===== src/rtl/hcws_pkg.sv =====
// Package for the hash cluster way selector: field widths, constants and
// the structs that pass between the lanes, the merge stage and the top level.
// It has no dependencies.
`timescale 1ns / 1ps
`default_nettype none
package hcws_pkg;

   localparam int WAYS_DEFAULT = 3;

   localparam int KEY_W     = 16;
   localparam int DEPTH_W   = 8;
   localparam int GB_W      = 8;
   localparam int GEN_W     = 5;
   localparam int WAY_W     = KEY_W + DEPTH_W + GB_W;
   localparam int WAY_IDX_W = 2;
   localparam int REPL_W    = DEPTH_W + 1;

   localparam int RSP_FIELDS_W = 1 + WAY_IDX_W + 1 + GB_W;
   localparam int RSP_DATA_W   = ((RSP_FIELDS_W + 7) / 8) * 8;

   localparam int CSR_DATA_W = 32;
   localparam int CSR_ADDR_W = 3;

   localparam logic [GB_W:0]   AGE_BIAS   = 9'd263;
   localparam logic [GB_W-1:0] AGE_MASK   = 8'hF8;
   localparam logic [GB_W-1:0] BOUND_MASK = 8'h07;

   localparam logic REG_GENERATION = 1'b0;

   typedef struct packed {
      logic                     qual;
      logic                     depth_nz;
      logic signed [REPL_W-1:0] rval;
      logic [GB_W-1:0]          new_gb;
   } lane_res_type;

   typedef struct packed {
      logic                 hit;
      logic [WAY_IDX_W-1:0] chosen_way;
      logic                 refresh;
      logic [GB_W-1:0]      new_genbound;
   } rsp_type;

endpackage
`default_nettype wire


===== src/rtl/hcws_lane.sv =====
// One way lane: tag match and empty check, replacement value and the
// refreshed generation byte. Depends on hcws_pkg.
`timescale 1ns / 1ps
`default_nettype none
module hcws_lane (
   input  wire logic [hcws_pkg::KEY_W-1:0]   probe_key,
   input  wire logic [hcws_pkg::KEY_W-1:0]   tag,
   input  wire logic [hcws_pkg::DEPTH_W-1:0] depth,
   input  wire logic [hcws_pkg::GB_W-1:0]    genbound,
   input  wire logic [hcws_pkg::GEN_W-1:0]   generation,
   output hcws_pkg::lane_res_type            result
);

   logic [hcws_pkg::GB_W-1:0] gen8;
   logic [hcws_pkg::GB_W:0]   age_sum;
   logic [hcws_pkg::GB_W-1:0] age;

   assign gen8    = {generation, {(hcws_pkg::GB_W - hcws_pkg::GEN_W){1'b0}}};
   assign age_sum = hcws_pkg::AGE_BIAS + {1'b0, gen8} - {1'b0, genbound};
   assign age     = age_sum[hcws_pkg::GB_W-1:0] & hcws_pkg::AGE_MASK;

   always_comb begin
      result.depth_nz = (depth != '0);
      result.qual     = (tag == probe_key) || (depth == '0);
      result.rval     = $signed({1'b0, depth} - {1'b0, age});
      result.new_gb   = gen8 | (genbound & hcws_pkg::BOUND_MASK);
   end

endmodule
`default_nettype wire


===== src/rtl/hcws_merge.sv =====
// Merge stage: picks the first qualifying way, or else the way with the
// smallest replacement value. Depends on hcws_pkg.
`timescale 1ns / 1ps
`default_nettype none
module hcws_merge #(
   parameter int WAYS = hcws_pkg::WAYS_DEFAULT
) (
   input  hcws_pkg::lane_res_type lanes [WAYS],
   output hcws_pkg::rsp_type      rsp
);

   always_comb begin
      logic                               found;
      logic [hcws_pkg::WAY_IDX_W-1:0]     sel;
      logic [hcws_pkg::WAY_IDX_W-1:0]     victim;
      logic signed [hcws_pkg::REPL_W-1:0] best;

      found  = 1'b0;
      sel    = '0;
      victim = '0;
      best   = lanes[0].rval;
      for (int i = 0; i < WAYS; i++) begin
         if (!found && lanes[i].qual) begin
            found = 1'b1;
            sel   = hcws_pkg::WAY_IDX_W'(i);
         end
      end
      for (int i = 1; i < WAYS; i++) begin
         if ($signed(lanes[i].rval) < $signed(best)) begin
            best   = lanes[i].rval;
            victim = hcws_pkg::WAY_IDX_W'(i);
         end
      end

      if (found) begin
         rsp.hit          = lanes[sel].depth_nz;
         rsp.chosen_way   = sel;
         rsp.refresh      = 1'b1;
         rsp.new_genbound = lanes[sel].new_gb;
      end else begin
         rsp.hit          = 1'b0;
         rsp.chosen_way   = victim;
         rsp.refresh      = 1'b0;
         rsp.new_genbound = '0;
      end
   end

endmodule
`default_nettype wire


===== src/rtl/hash_cluster_way_select.sv =====
// A request passes the lane results register, then the output register.
// Throughput: one request per cycle unless the output stalls; the lane results
// and output registers advance together whenever the output is free or taken.
// Reset: synchronous, active high; clears both valid flags and sets the
// generation register to zero.
// Top level of the hash cluster way selector. Depends on hcws_pkg,
// hcws_lane and hcws_merge.
`timescale 1ns / 1ps
`default_nettype none
module hash_cluster_way_select #(
   parameter int WAYS = hcws_pkg::WAYS_DEFAULT
) (
   input  wire logic                                           clock,
   input  wire logic                                           reset,
   input  wire logic                                           req_tvalid,
   output      logic                                           req_tready,
   // probe_key, then per way: tag, depth, genbound
   input  wire logic [hcws_pkg::KEY_W+WAYS*hcws_pkg::WAY_W-1:0] req_tdata,
   output      logic                                           rsp_tvalid,
   input  wire logic                                           rsp_tready,
   // hit, chosen_way, refresh, new_genbound, zero padding
   output      logic [hcws_pkg::RSP_DATA_W-1:0]                rsp_tdata,
   input  wire logic                                           csr_psel,
   input  wire logic                                           csr_penable,
   input  wire logic                                           csr_pwrite,
   input  wire logic [hcws_pkg::CSR_ADDR_W-1:0]                csr_paddr,
   input  wire logic [hcws_pkg::CSR_DATA_W-1:0]                csr_pwdata,
   output      logic [hcws_pkg::CSR_DATA_W-1:0]                csr_prdata,
   output      logic                                           csr_pready
);

   localparam int PAD_W = hcws_pkg::RSP_DATA_W - hcws_pkg::RSP_FIELDS_W;

   logic [hcws_pkg::GEN_W-1:0] generation_ff;
   logic [hcws_pkg::GEN_W-1:0] generation_in;
   logic                       csr_wr;

   hcws_pkg::lane_res_type lane_res [WAYS];
   hcws_pkg::lane_res_type lane_ff  [WAYS];
   hcws_pkg::rsp_type      merge_rsp;
   hcws_pkg::rsp_type      rsp_ff;
   logic                   s1_valid_ff;
   logic                   s1_valid_in;
   logic                   s2_valid_ff;
   logic                   s2_valid_in;
   logic                   s1_en;
   logic                   s2_en;

   assign csr_pready = 1'b1;
   assign csr_wr     = csr_psel && csr_penable && csr_pwrite && csr_pready;

   always_comb begin
      generation_in = generation_ff;
      if (csr_wr && (csr_paddr[2] == hcws_pkg::REG_GENERATION)) begin
         generation_in = csr_pwdata[hcws_pkg::GEN_W-1:0];
      end
   end

   always_comb begin
      csr_prdata = '0;
      if (csr_paddr[2] == hcws_pkg::REG_GENERATION) begin
         csr_prdata = {{(hcws_pkg::CSR_DATA_W - hcws_pkg::GEN_W){1'b0}}, generation_ff};
      end
   end

   always_ff @(posedge clock) begin
      if (reset) begin
         generation_ff <= '0;
      end else begin
         generation_ff <= generation_in;
      end
   end

   for (genvar i = 0; i < WAYS; i++) begin : g_lane
      localparam int BASE = hcws_pkg::KEY_W + i * hcws_pkg::WAY_W;
      hcws_lane u_lane (
         .probe_key  (req_tdata[hcws_pkg::KEY_W-1:0]),
         .tag        (req_tdata[BASE +: hcws_pkg::KEY_W]),
         .depth      (req_tdata[BASE + hcws_pkg::KEY_W +: hcws_pkg::DEPTH_W]),
         .genbound   (req_tdata[BASE + hcws_pkg::KEY_W + hcws_pkg::DEPTH_W +: hcws_pkg::GB_W]),
         .generation (generation_ff),
         .result     (lane_res[i])
      );
   end

   hcws_merge #(.WAYS(WAYS)) u_merge (
      .lanes (lane_ff),
      .rsp   (merge_rsp)
   );

   assign s2_en       = !s2_valid_ff || rsp_tready;
   assign s1_en       = !s1_valid_ff || s2_en;
   assign req_tready  = s1_en;
   assign s1_valid_in = s1_en ? req_tvalid : s1_valid_ff;
   assign s2_valid_in = s2_en ? s1_valid_ff : s2_valid_ff;

   always_ff @(posedge clock) begin
      if (reset) begin
         s1_valid_ff <= 1'b0;
         s2_valid_ff <= 1'b0;
      end else begin
         s1_valid_ff <= s1_valid_in;
         s2_valid_ff <= s2_valid_in;
      end
   end

   always_ff @(posedge clock) begin
      if (s1_en) begin
         lane_ff <= lane_res;
      end
      if (s2_en) begin
         rsp_ff <= merge_rsp;
      end
   end

   assign rsp_tvalid = s2_valid_ff;
   assign rsp_tdata  = {{PAD_W{1'b0}}, rsp_ff.new_genbound, rsp_ff.refresh,
                        rsp_ff.chosen_way, rsp_ff.hit};

endmodule
`default_nettype wire


===== config.mk =====
export PLATFORM = sky130hd
export DESIGN_NAME = hash_cluster_way_select
export DESIGN_NICKNAME = d
export VERILOG_FILES = /design/src/rtl/hcws_pkg.sv /design/src/rtl/hcws_lane.sv /design/src/rtl/hcws_merge.sv /design/src/rtl/hash_cluster_way_select.sv
export SDC_FILE = /design/constraint.sdc
export NUM_CORES = 1
export LEC_CHECK = 0
export BUFFER_PORTS_ARGS = -buffer_cell sky130_fd_sc_hd__buf_4
export CAP_MARGIN = 20
export CORE_MARGIN = 8
export CORE_UTILIZATION = 40
export CTS_CLUSTER_SIZE = 14
export DETAILED_ROUTE_END_ITERATION = 6
export PLACE_DENSITY = 0.7
export SETUP_SLACK_MARGIN = 0.2
export SYNTH_ARGS = -nofsm -noshare
export SYNTH_HDL_FRONTEND = slang
export SYNTH_SLANG_ARGS = --single-unit

===== constraint.sdc =====
create_clock -name clock -period 5.8 [get_ports clock]
set_clock_uncertainty 0.15 [all_clocks]
set_input_delay 0.29 -clock clock [delete_from_list [all_inputs] [get_ports clock]]
set_output_delay 0.29 -clock clock [all_outputs]
set_load 0.01 [all_outputs]

After elaboration in Yosys (flattened, before gate mapping)
Cells that the tools add are included.

Word-level logic and storage cells: 70. Input bits: 154. ROM bits: 0. Bits in writable memories: 0. Flip-flop bits (word level): 76. Memories kept: 0. Bits in latches: 0.

Divide/modulo/power cells: 0. Reduce and logical (&&, ||, !) cells: 20. Add/sub/neg operators: 7. Shift-type cells: 0. Muxes and demuxes: 13. Multiply operators: 0. Magnitude comparators: 3. Equal/unequal tests: 3. Bitwise logic cells: 5.

Operators by type and width (count): 16-bit equality test (3); 19-bit binary-select mux with 2-bit select (1); 18-bit 2-to-1 mux (2); 8-bit by 8-bit subtractor with 9-bit output (3); 8-bit zero test (3); 8-bit by 3-bit bitwise OR with 8-bit output (3); 8-bit nonzero test (3); 8-bit subtractor (3); 9-bit less-than comparator (2); 11-bit 2-to-1 mux (1); 9-bit 2-to-1 mux (1); 3-bit by 8-bit adder with 8-bit output, first input constant (1); 1-bit logical AND (5); 1-bit logical OR (5); 1-bit 2-to-1 mux (5); 5-bit 2-to-1 mux (1); 1-bit zero test (4); 2-bit 2-to-1 mux (2); 3-bit >= comparator, second input constant (1); 2-bit NOT with 3-bit output (1); 1-bit NOT (1).

Depth between registers and ports, before layout
Gate-level depths: netlist of run 1.

Word-level depth: 12. Depth in mapped cells: 14. Depth with buffers taken out: 13.

Modules after synthesis
Synthesis of run 1 repeated with hierarchy kept, for this count alone.

Cell total of the unflattened synthesis: 484. Area total of the unflattened synthesis: 5285.1 sq um.

By module, submodules not included: hash_cluster_way_select (seq. area each 2212.1 sq um, cells each 139, area an instance 2672.6 sq um, times used 1); hcws_lane (seq. area each 0.0 sq um, cells each 78, area an instance 628.1 sq um, times used 3); hcws_merge (seq. area each 0.0 sq um, cells each 111, area an instance 728.2 sq um, times used 1).

Worst setup path before layout of run 1
OpenSTA, ideal clock, no wires.

Path kind: register -> register. From: register lane_ff[31] in the netlist's numbering. To: register rsp_ff (netlist bit rsp_tdata[1]), data pin. Arrival time: 2.535 ns. Buffers on the path: 1. Cell stages (with the launch flop): 13. Library setup time: 0.267 ns. Path slack: 2.848 ns. Path through: edfxtp_1 -> ha_1 -> a211oi_2 -> o21ai_1 -> a22oi_4 -> buf_4 -> a21oi_1 -> ha_1 -> nor3b_1 -> nand2_1 -> o211a_1 -> o21ai_0 -> a21oi_1.

RTL lines: from (decl) (RTL line hash_cluster_way_select.sv:39) `hcws_pkg::lane_res_type lane_ff [WAYS];`; from (signal assigned) (RTL line hash_cluster_way_select.sv:109) `lane_ff <= lane_res;`; to (signal assigned) (RTL line hash_cluster_way_select.sv:112) `rsp_ff <= merge_rsp;`; to (decl) (RTL line hash_cluster_way_select.sv:41) `hcws_pkg::rsp_type rsp_ff;`.

==> run metrics, run 1 <==
Die H 121.8 µm; Syn Inst Count 411; synthesized area 4474 µm²; Slew headroom 60.54%; DRC Markers 0; sw frac 30.99%; CORE AREA 10890 µm²; global-route wire length before repair ~18 mm; FMAX 299.6 MHz; CP Class reg -> reg; worst-path cell chain ha_1 -> nor3b_1 -> o21ai_0 -> a22oi_4 -> a21oi_1 -> ha_1 -> nand3_1 -> nor4_1 -> a21boi_0 -> o21ai_0 -> a21oi_1; count of clock tree sinks 66; First-pass DRT Iterations 6; worst-skew pair later-pin latency 0.33 ns; Ys Warns 0; largest net degree at the start of global routing between 40 and 50; clk root buf clkbuf_8; Pint between 900 and 1000 µW; placed cells 691; width of the die 121.8 µm; Worst Path Max Fanout 19; Core Rows 38; post-route minimum period around 3.3 ns; total congestion overflow 0; status finished clean; Area Growth Syn to Fin 32.19%; n_diodes 0; gr usage total between 10% and 20%; Crit-path slowest cell a22oi_4; postcts setup bufs 0; fin area 5914 µm²; CTS tree yes; cell taking the most area after synthesis edfxtp_1; Final Hold Fails 0; Worst path max stage delay 0.42 ns; commonest non-fill, non-tap cell in the layout buf_4; worst slew pin tran 0.5920 ns; Synth Register Bits 66; crit path DAT 3.37 ns; Layout Nets 783; Tightest Hold Check Type in -> reg; I/O Pins approximately 210; nature of the critical path endpoint flip-flop; largest cells by area after synthesis edfxtp_1 40%, ha_1 12%, xor2_1 12%; total number of H-tree levels 3; Avg WL per Cell between 15 and 20 µm; Via density 4.701; CP Data Required Time between 5 and 6 ns; Leak Pwr 0.002907 µW; Reg clk slew, reported paths 0.06 ns; Area after DPL about 5600 µm²; post-synth top area share between 30 and 40%; Placer Congestion between 0.8 and 0.9; Starting Density between 40% and 50%; Worst setup SP type flip-flop; IO Port Bufs 143; fraction of layout cells with a size suffix above 1 between 20% and 30%; Comb power frac 37.0%; Flop pwr share 42.5%; Avg Synthesized Cell Area 10.89 µm²; CP top delay family compound AO/OA/AOI/OAI gates; Max-Cap Viols 0; Num CTS Buffers 9; Final ANT Viol Nets 0; post-cts resize count 0; antenna violations before repair 0; drt initial violations 111; Non-Filler Instances slightly above 700; vias in the first global route 3739; Max Root-Sink Buffers 2; worst path bufs/invs 0; net switching power 447.6 µW; Post-CTS Hold Fix Bufs 18; die footprint 14830 µm²; RSZ-0062 raised after global routing no; post-synth cell types 33; most frequent cells in the layout 144 x buf_4, 60 x xor2_1, 59 x edfxtp_1; Clock power frac 20.5%; final setup TNS 0 ns; Seq/Total Area, Yosys between 40% and 50%; Fin Hold WS 0.02038 ns; setup violators final 0; Detailed Place HPWL ~9.3 mm; final period utilization 57.54%; PwrDens 244.2 nW/µm²; worst vdd ir 0.00009997 V; Slew Viols, Final 0; WL final roughly 11 mm; via count between 3000 and 4000
routing by layer:
layer / wire (µm) / track usage (%) / vias up
met5: 0 / 0 / -
met3: 684 / 4.304 / 20
li1: - / - / 1701
met4: 268 / 6.399 / 0
met2: 5951 / 28.19 / 104
met1: 4064 / 14.89 / 1569
synth_stat cells (all sizes together):
cell / count
xor2: 60
edfxtp: 59
inv: 45
ha: 43
buf: 33
a21oi: 27
nor2: 20
nor4: 19
a21o: 18
nand2: 13
nor2b: 11
o21ai: 11
xnor2: 9
dfxtp: 7
fa: 6
a22oi: 5
mux2i: 5
nand4: 5
nor3b: 3
conb: 2
a2111oi: 1
a211oi: 1
a21boi: 1
clkbuf: 1
nand2b: 1
nand3: 1
nand4b: 1
o211a: 1
o22ai: 1
or2: 1
metrics by stage:
stage          setup slack [ns]  util (%)  total power [µW]
6_report                  2.463     54.32              1444
3_3_place_gp              2.554     51.38              1127
3_5_place_dp              2.445     51.38              1147
5_1_grt                   2.110     54.32              1554
2_1_floorplan             2.848         -             985.0
4_1_cts                   2.439     54.32              1453
flip-flops by register name, indices dropped and copies added (netlist names):
signal	count
generation_ff	5
rsp_tvalid	1
s1_valid_ff	1
rsp_tdata	12
lane_ff	47
path summary, 6_finish.rpt:
| path | endpoint | slack [ns] | cells after the start | startpoint |
|---|---|---|---|---|
| worst max-delay path | rsp_tdata[1] | 2.46 | 11 | lane_ff[35] |
| worst min-delay path | s1_valid_ff | 0.02 | 3 | req_tvalid |
| worst max register to register | rsp_tdata[1] | 2.46 | 11 | lane_ff[35] |
| worst min register to register | lane_ff[41] | 0.32 | 0 | generation_ff[0] |
power by group through the flow:
stage / combinational, µW / sequential, µW / clock (µW)
2_1_floorplan: 365 / 620 / 0
3_3_place_gp: 505 / 622 / 0
3_5_place_dp: 523 / 624 / 0
4_1_cts: 537 / 614 / 302
5_1_grt: 608 / 620 / 326
6_report: 535 / 614 / 296
worst reg2reg max path: stages (launching register included):
cell and delay, ns:
edfxtp_1 0.40, ha_1 0.32, nor3b_1 0.20, o21ai_0 0.17, a22oi_4 0.42, a21oi_1 0.14, ha_1 0.31, nand3_1 0.09
nor4_1 0.33, a21boi_0 0.34, o21ai_0 0.13, a21oi_1 0.17
layout make-up:
cell class                 count  area, µm²
fill                         939       4974
clock inverter                 1      5.005
sequential                    66       1912
inverter                      45      168.9
timing repair buffer         162       1261
clock buffer                  12      135.1
multi-input combinational    296       2257
tap                          140      175.2
kinds of logic after synthesis:
kind of cell,count (synthesis),share of synthesized area (%)
AO/OA/AOI/OAI,66,9.564
XOR/XNOR,69,13.51
adder cells (fa/ha/maj),49,14.71
buffers and inverters,79,9.396
flip-flops,66,42.73
multiplexers,5,1.119
other,2,0.1678
AND/OR/NAND/NOR,75,8.809
Note: power is estimated with default switching activity, not from simulation.
==> run 2: changes to the inputs <==
PLACE_DENSITY = 0.73   (was 0.7)
clock period = 2.7 ns   (was 5.8 ns; I/O delays follow)
==> run 2 against run 1 <==
Effect of this change: clock-buffer cell count did not move; the run now ends with negative setup slack left; critical endpoint unchanged; critical path type unchanged; fmax increased by 10%; combinational power increased to 3.1 times the previous value; highest routed layer unchanged; largest cell class unchanged; final cell count is 6.2% higher; worst setup slack worse by 2.8 ns; core utilization grew 5.4 points.
==> run metrics, run 2 (same netlist as run 1, synthesis figures left out) <==
Worst Path Max Fanout 8 (was 19); Core Rows 38 (unchanged); max reg flops 47 (unchanged); CORE AREA 10890 µm² (unchanged); status complete, but fails checks (was finished clean); final setup TNS -0.6330 ns (was 0 ns); # fillers 874 (was 939); worst-path cell chain ha_1 -> nand4_1 -> a21oi_2 -> a22oi_4 -> buf_6 -> buf_16 -> nor2_1 -> a21oi_1 -> ha_1 -> nor3b_2 -> nand2_1 -> o211a_1 -> o21ai_1 -> a21oi_1 (was ha_1 -> nor3b_1 -> o21ai_0 -> a22oi_4 -> a21oi_1 -> ha_1 -> nand3_1 -> nor4_1 -> a21boi_0 -> o21ai_0 -> a21oi_1); Placer Congestion 0.8184 (was 0.8189); fraction of layout cells with a size suffix above 1 35.41% (was 27.49%); most frequent cells in the layout 169 x buf_4, 60 x xor2_1, 59 x edfxtp_1 (was 144 x buf_4, 60 x xor2_1, 59 x edfxtp_1); Detailed Place HPWL 9.573 mm (was 9.275 mm); Final Hold Fails 0 (unchanged); CP Data Required Time 2.64 ns (was 5.83 ns); Avg WL per Cell 15.58 µm (was 15.19 µm); PwrDens 580.3 nW/µm² (was 244.2 nW/µm²); final worst slack -0.3323 ns (was 2.463 ns); total congestion overflow 0 (unchanged); sw frac 31.50% (was 30.99%); CTS tree yes (unchanged); n_diodes 0 (unchanged); clk root buf clkbuf_8 (unchanged); via count 3576 (was 3394); Max-Cap Viols 0 (unchanged); CP top delay family compound AO/OA/AOI/OAI gates (unchanged); Num CTS Buffers 9 (unchanged); RSZ-0062 raised after global routing yes (was no); Tightest Hold Check Type in -> reg (unchanged); DRC Markers 0 (unchanged); die footprint 14830 µm² (unchanged); FMAX 329.8 MHz (was 299.6 MHz); worst vdd ir 0.0003448 V (was 0.00009997 V); CP Depth 14 (was 11); count of clock tree sinks 66 (unchanged); Max Root-Sink Buffers 2 (unchanged); met2 Use GR 29.79% (was 28.19%); Die H 121.8 µm (unchanged); Layout Nets 825 (was 783); vias in the first global route 3837 (was 3739); R2R depth 14 (was 11); gr usage total 15.80% (was 14.94%); Final ANT Viol Nets 0 (unchanged); Flop pwr share 35.2% (was 42.5%); Slew headroom 53.49% (was 60.54%); Min-Delay Path Depth 3 (unchanged); Leak Pwr 0.003150 µW (was 0.002907 µW); Worst path max stage delay 0.42 ns (about the same); total number of H-tree levels 3 (unchanged); Via density 4.662 (was 4.701); width of the die 121.8 µm (unchanged); Comb power frac 44.3% (was 37.0%); met1 Use GR 17.36% (was 14.89%); antenna violations before repair 0 (unchanged); crit path DAT 2.97 ns (was 3.37 ns); Slew Viols, Final 0 (unchanged); commonest non-fill, non-tap cell in the layout buf_4 (unchanged); Clock power frac 20.5% (about the same); worst slew pin tran 0.6952 ns (was 0.5920 ns); IO Port Bufs 143 (unchanged); WL final 11.95 mm (was 10.97 mm); nature of the critical path endpoint flip-flop (unchanged); Area Growth Syn to Fin 45.39% (was 32.19%); Area after DPL 5771 µm² (was 5594 µm²); setup violators final 2 (was 0); Pint 2586 µW (was 996.6 µW); Crit-path slowest cell edfxtp_1 (was a22oi_4); violated checks negative setup slack; drt initial violations 108 (was 111); First-pass DRT Iterations 4 (was 6); final period utilization 112.3% (was 57.54%); net switching power 1189 µW (was 447.6 µW); I/O Pins 205 (unchanged); Starting Density 41.09% (unchanged); global-route wire length before repair 18.42 mm (was 17.53 mm); CP Class reg -> reg (unchanged); grt met3 use 3.100% (was 4.304%); largest net degree at the start of global routing 28 (was 49); fin area 6505 µm² (was 5914 µm²); Worst setup SP type flip-flop (unchanged); Tot Pwr 3775 µW (was 1444 µW); worst path bufs/invs 2 (was 0); Reg clk slew, reported paths 0.07 ns (was 0.06 ns); worst-skew pair later-pin latency 0.34 ns (was 0.33 ns); post-route minimum period 3.032 ns (was 3.337 ns); gr busiest metal met2 (unchanged); Reg with most FFs lane_ff (unchanged)
run 2: changes by cell type in the layout (fill, tap and decap cells not counted), moves of 5 or more:
cell | previous run | this run
buf_4 | 144 | 169
o21ai_0 | 10 | 5
dlygate4sd3_1 | 18 | 30
nor2_1 | 19 | 13
run 2: final timing paths:
path / from / endpoint / slack [ns]
worst min register to register: generation_ff[0] / lane_ff[41] / 0.34
worst max-delay path: lane_ff[33] / rsp_tdata[1] / -0.33
worst max register to register: lane_ff[33] / rsp_tdata[1] / -0.33
worst min-delay path: req_tdata[39] / lane_ff[55] / 0.01
run 2: area by class of cell:
| cell class | instances | area (µm²) | share of cell area (%) |
|---|---|---|---|
| clock buffers | 12 | 135.1 | 2.077 |
| inverters | 45 | 171.4 | 2.635 |
| clock inverters | 4 | 42.54 | 0.6540 |
| flip-flops and latches | 66 | 1914 | 29.43 |
| well taps | 140 | 175.2 | 2.693 |
| multi-input cells | 296 | 2407 | 37.01 |
| repair buffers | 204 | 1659 | 25.50 |
run 2: per-layer routing:
layer  up-vias  share of wire [%]
li1       1795                  -
met5         -                  0
met3         9                3.9
met4         0                1.3
met2        81                 55
met1      1691                 39
run 2: worst min-delay path, delay by kind of cell:
| family | cells | cell delay (ns) |
|---|---|---|
| buf+inv | 1 | 0.09 |
| simple gates | 2 | 0.14 |
run 2: timing repair:
action | CTS | global route
setup endpoints to repair | 8 | 9
hold buffers | 30 | 0
pin swaps | 14 | 4
gates resized for setup | 34 | 9
endpoints found under the hold margin | 27 | 0
buffers inserted | 7 | 3
gates cloned | 1 | 0
run 2: power groups by stage:
stage | Sequential [µW] | Combinational [µW] | Clock, µW
final | 1330 | 1670 | 774
after global routing | 1340 | 1830 | 830
after CTS | 1330 | 1620 | 787
after detailed placement | 1340 | 1270 | 0
after global placement | 1340 | 1230 | 0
after floorplan | 1330 | 804 | 0
run 2: through the flow:
stage          hold WS (ns)  utilization, %  std cells  setup WS, ns
2_1_floorplan       0.05738               -        441       -0.1204
3_3_place_gp         0.1645           53.00        710       -0.1852
3_5_place_dp         0.1647           53.00        710       -0.3169
4_1_cts            0.004634           59.35        764       -0.2565
5_1_grt             0.01541           59.74        767       -0.4476
6_report            0.01000           59.74        767       -0.3323
==> run 3: changes to the inputs <==
ABC_AREA = 1   (was not set)
PLACE_DENSITY = 0.72   (was 0.73)
==> run 3 against run 2 <==
Effect of this change: the run still ends with negative setup slack left; clock-buffer cell count down 3; register-to-register slack got worse by 0.10 ns; fmax down 3.2%; die area grew 3.4%; combinational power increased by 39%; highest routed layer unchanged.
==> run metrics, run 3 <==
Seq/Total Area, Yosys 41.10% (was 42.73%); CP top delay family simple AND/OR/NAND/NOR gates (was compound AO/OA/AOI/OAI gates); CTS tree yes (unchanged); Min-Delay Path Depth 3 (unchanged); Final ANT Viol Nets 0 (unchanged); Post-synth top cells 73 x inv_1, 59 x edfxtp_1, 56 x nand2_1 (was 60 x xor2_1, 59 x edfxtp_1, 45 x inv_1); CP Data Required Time 2.63 ns (was 2.64 ns); Slew Viols, Final 0 (unchanged); CP Class reg -> reg (unchanged); Layout Nets 881 (was 825); via count 3896 (was 3576); worst-path cell chain ha_1 -> nand2_2 -> nor2_4 -> nand3_4 -> nand3_2 -> nand2_4 -> nand2_8 -> o21ai_1 -> ha_1 -> nand2_1 -> o21a_1 -> o221a_4 -> nand3_2 -> nand2_2 -> nor2_1 -> nor2_1 (was ha_1 -> nand4_1 -> a21oi_2 -> a22oi_4 -> buf_6 -> buf_16 -> nor2_1 -> a21oi_1 -> ha_1 -> nor3b_2 -> nand2_1 -> o211a_1 -> o21ai_1 -> a21oi_1); fin area 6705 µm² (was 6505 µm²); Max Root-Sink Buffers 2 (unchanged); fraction of layout cells with a size suffix above 1 35.29% (was 35.41%); n_diodes 0 (unchanged); status complete, but fails checks (unchanged); Tot Pwr 4769 µW (was 3775 µW); antenna violations before repair 0 (unchanged); die footprint 15340 µm² (was 14830 µm²); total number of H-tree levels 3 (unchanged); gr usage total 16.17% (was 15.80%); Leak Pwr 0.003146 µW (was 0.003150 µW); Worst path max stage delay 0.40 ns (was 0.42 ns); cell taking the most area after synthesis edfxtp_1 (unchanged); worst vdd ir 0.0004939 V (was 0.0003448 V); worst path bufs/invs 0 (was 2); largest family of logic cells by synthesized area simple AND/OR/NAND/NOR gates (was adder cells); commonest non-fill, non-tap cell in the layout buf_4 (unchanged); Avg WL per Cell 16.07 µm (was 15.58 µm); reg2reg setup slack -0.43 ns (was -0.33 ns); total congestion overflow 0 (unchanged); PwrDens 711.2 nW/µm² (was 580.3 nW/µm²); nature of the critical path endpoint flip-flop (unchanged); CORE AREA 11370 µm² (was 10890 µm²); Max-Cap Viols 0 (unchanged); Worst Path Max Fanout 8 (unchanged); Synth Register Bits 66 (unchanged); Post-synth EDFFs 59 (unchanged); post-route minimum period 3.132 ns (was 3.032 ns); Area Growth Syn to Fin 44.14% (was 45.39%); Num CTS Buffers 9 (unchanged); final worst slack -0.4321 ns (was -0.3323 ns); vias in the first global route 4127 (was 3837); final setup TNS -0.7869 ns (was -0.6330 ns); largest cells by area after synthesis edfxtp_1 38%, ha_1 12%, xnor2_1 7.9% (was edfxtp_1 40%, ha_1 12%, xor2_1 12%); I/O Pins 205 (unchanged); Area after DPL 5896 µm² (was 5771 µm²); CP Depth 16 (was 14); RSZ-0062 raised after global routing yes (unchanged); most frequent cells in the layout 162 x buf_4, 65 x inv_1, 59 x edfxtp_1 (was 169 x buf_4, 60 x xor2_1, 59 x edfxtp_1); Synth Area in Adders 14.15% (was 14.71%); Compound-Gate Fraction of Synth Area 5.917% (was 9.564%); count of clock tree sinks 66 (unchanged); drt initial violations 194 (was 108); Reg clk slew, reported paths 0.06 ns (was 0.07 ns); multiplexer area fraction after synthesis 0.9683% (was 1.119%); setup violators final 2 (unchanged); Tightest Hold Check Type in -> reg (unchanged); FMAX 319.3 MHz (was 329.8 MHz); Fin Hold WS 0.03830 ns (was 0.01000 ns); Via density 4.717 (was 4.662); top_reg_cell synth edfxtp_1 (unchanged); synthesized area 4652 µm² (was 4474 µm²); post-synth top area share 38.08% (was 39.60%); # fillers 947 (was 874); IO Port Bufs 143 (unchanged); Placer Congestion 0.8937 (was 0.8184); XOR/XNOR share of the synthesized area 11.86% (was 13.51%); Final Hold Fails 0 (unchanged); Post-synth ARST share 0% (unchanged); violated checks negative setup slack (unchanged); WL final 13.27 mm (was 11.95 mm); clk root buf clkbuf_16 (was clkbuf_8); Reg with most FFs lane_ff (unchanged); Syn Inst Count 482 (was 411); Worst setup SP type flip-flop (unchanged); crit path DAT 3.07 ns (was 2.97 ns); Starting Density 40.92% (was 41.09%); final core occ 58.97% (was 59.74%); post-synth cell types 33 (unchanged); Core Rows 39 (was 38); most numerous cell in the Yosys netlist inv_1 (was xor2_1); width of the die 123.8 µm (was 121.8 µm); Die H 123.8 µm (was 121.8 µm); max reg flops 47 (unchanged); Avg Synthesized Cell Area 9.651 µm² (was 10.89 µm²); global-route wire length before repair 19.48 mm (was 18.42 mm); First-pass DRT Iterations 4 (unchanged); Crit-path slowest cell edfxtp_1 (unchanged); Ys Warns 0 (unchanged); DRC Markers 0 (unchanged); largest net degree at the start of global routing 28 (unchanged); Slew headroom 51.58% (was 53.49%); worst slew pin tran 0.7236 ns (was 0.6952 ns); R2R depth 16 (was 14); final period utilization 116.0% (was 112.3%); Detailed Place HPWL 10.37 mm (was 9.573 mm); worst-skew pair later-pin latency 0.32 ns (was 0.34 ns); Post-Synth Simple-Gate Area 14.50% (was 8.809%)
[run 3: cell types whose count changed after synthesis, moves of 13 or more]
cell     delta
a21o_1     -18
inv_1      +28
nand2_1    +43
nand3_1    +18
nor2_1     +17
nor4_1     -13
xnor2_1    +33
xor2_1     -39
[run 3: cells by family after synthesis]
family | after synthesis
multiplexers | 4
flip-flops | 66
AND/OR/NAND/NOR | 145
other | 2
AO/OA/AOI/OAI | 45
adder cells (fa/ha/maj) | 49
XOR/XNOR | 63
buffers and inverters | 108
[run 3: per-layer routing]
metal  routed length [µm]  part of all wire, %  vias to the layer above  GRT usage (%)
met3                  550                  4.1                       19          3.626
met5                    0                    0                        -              0
met4                  254                  1.9                        0          5.568
li1                     -                    -                     1941              -
met2                 7272                   55                      102          28.87
met1                 5194                   39                     1834          18.66
[run 3: what timing repair did]
action / CTS / global route
cloned: 1 / 1
resized for setup: 8 / 35
hold buffers: 25 / 0
pin swaps: 4 / 25
endpoints found under the setup margin: 2 / 11
setup buffers: 5 / 5
endpoints found under the hold margin: 25 / 0
[run 3: area by class of cell]
cell class              instances  area, µm²  area share (%)
flip-flops and latches         66       1912           28.51
clock buffers                   9      225.2           3.359
clock inverters                 7      53.80          0.8024
inverters                      74      277.8           4.143
multi-input cells             340       2591           38.65
repair buffers                187       1466           21.87
well taps                     143      178.9           2.668
[run 3: power breakdown]
group          internal [µW]  leakage, µW  switching, µW  total, µW
Clock                    626     0.000128            448       1070
Combinational           1090      0.00232           1230       2320
Sequential              1300     0.000697           78.5       1370
[run 3: final timing paths]
kind | to | start
setup / recovery | rsp_tdata[1] | lane_ff[32]
hold / removal | lane_ff[17] | req_tdata[102]
setup reg to reg | rsp_tdata[1] | lane_ff[32]
hold reg to reg | lane_ff[41] | generation_ff[0]
[run 3: per-stage QoR]
step | std cells | worst slack (ns)
finish | 826 | -0.4321
global route | 826 | -0.5190
CTS | 820 | -0.3018
detailed placement | 773 | -0.3245
global placement | 773 | -0.1871
floorplan | 512 | -0.08874
[run 3: worst register-to-register path, delay by kind of cell (launching register included)]
kind / cells / cell delay [ns]
adder cells (fa/ha/maj): 2 / 0.64
AND/OR/NAND/NOR: 11 / 1.19
AO/OA/AOI/OAI: 3 / 0.53
flip-flops: 1 / 0.40
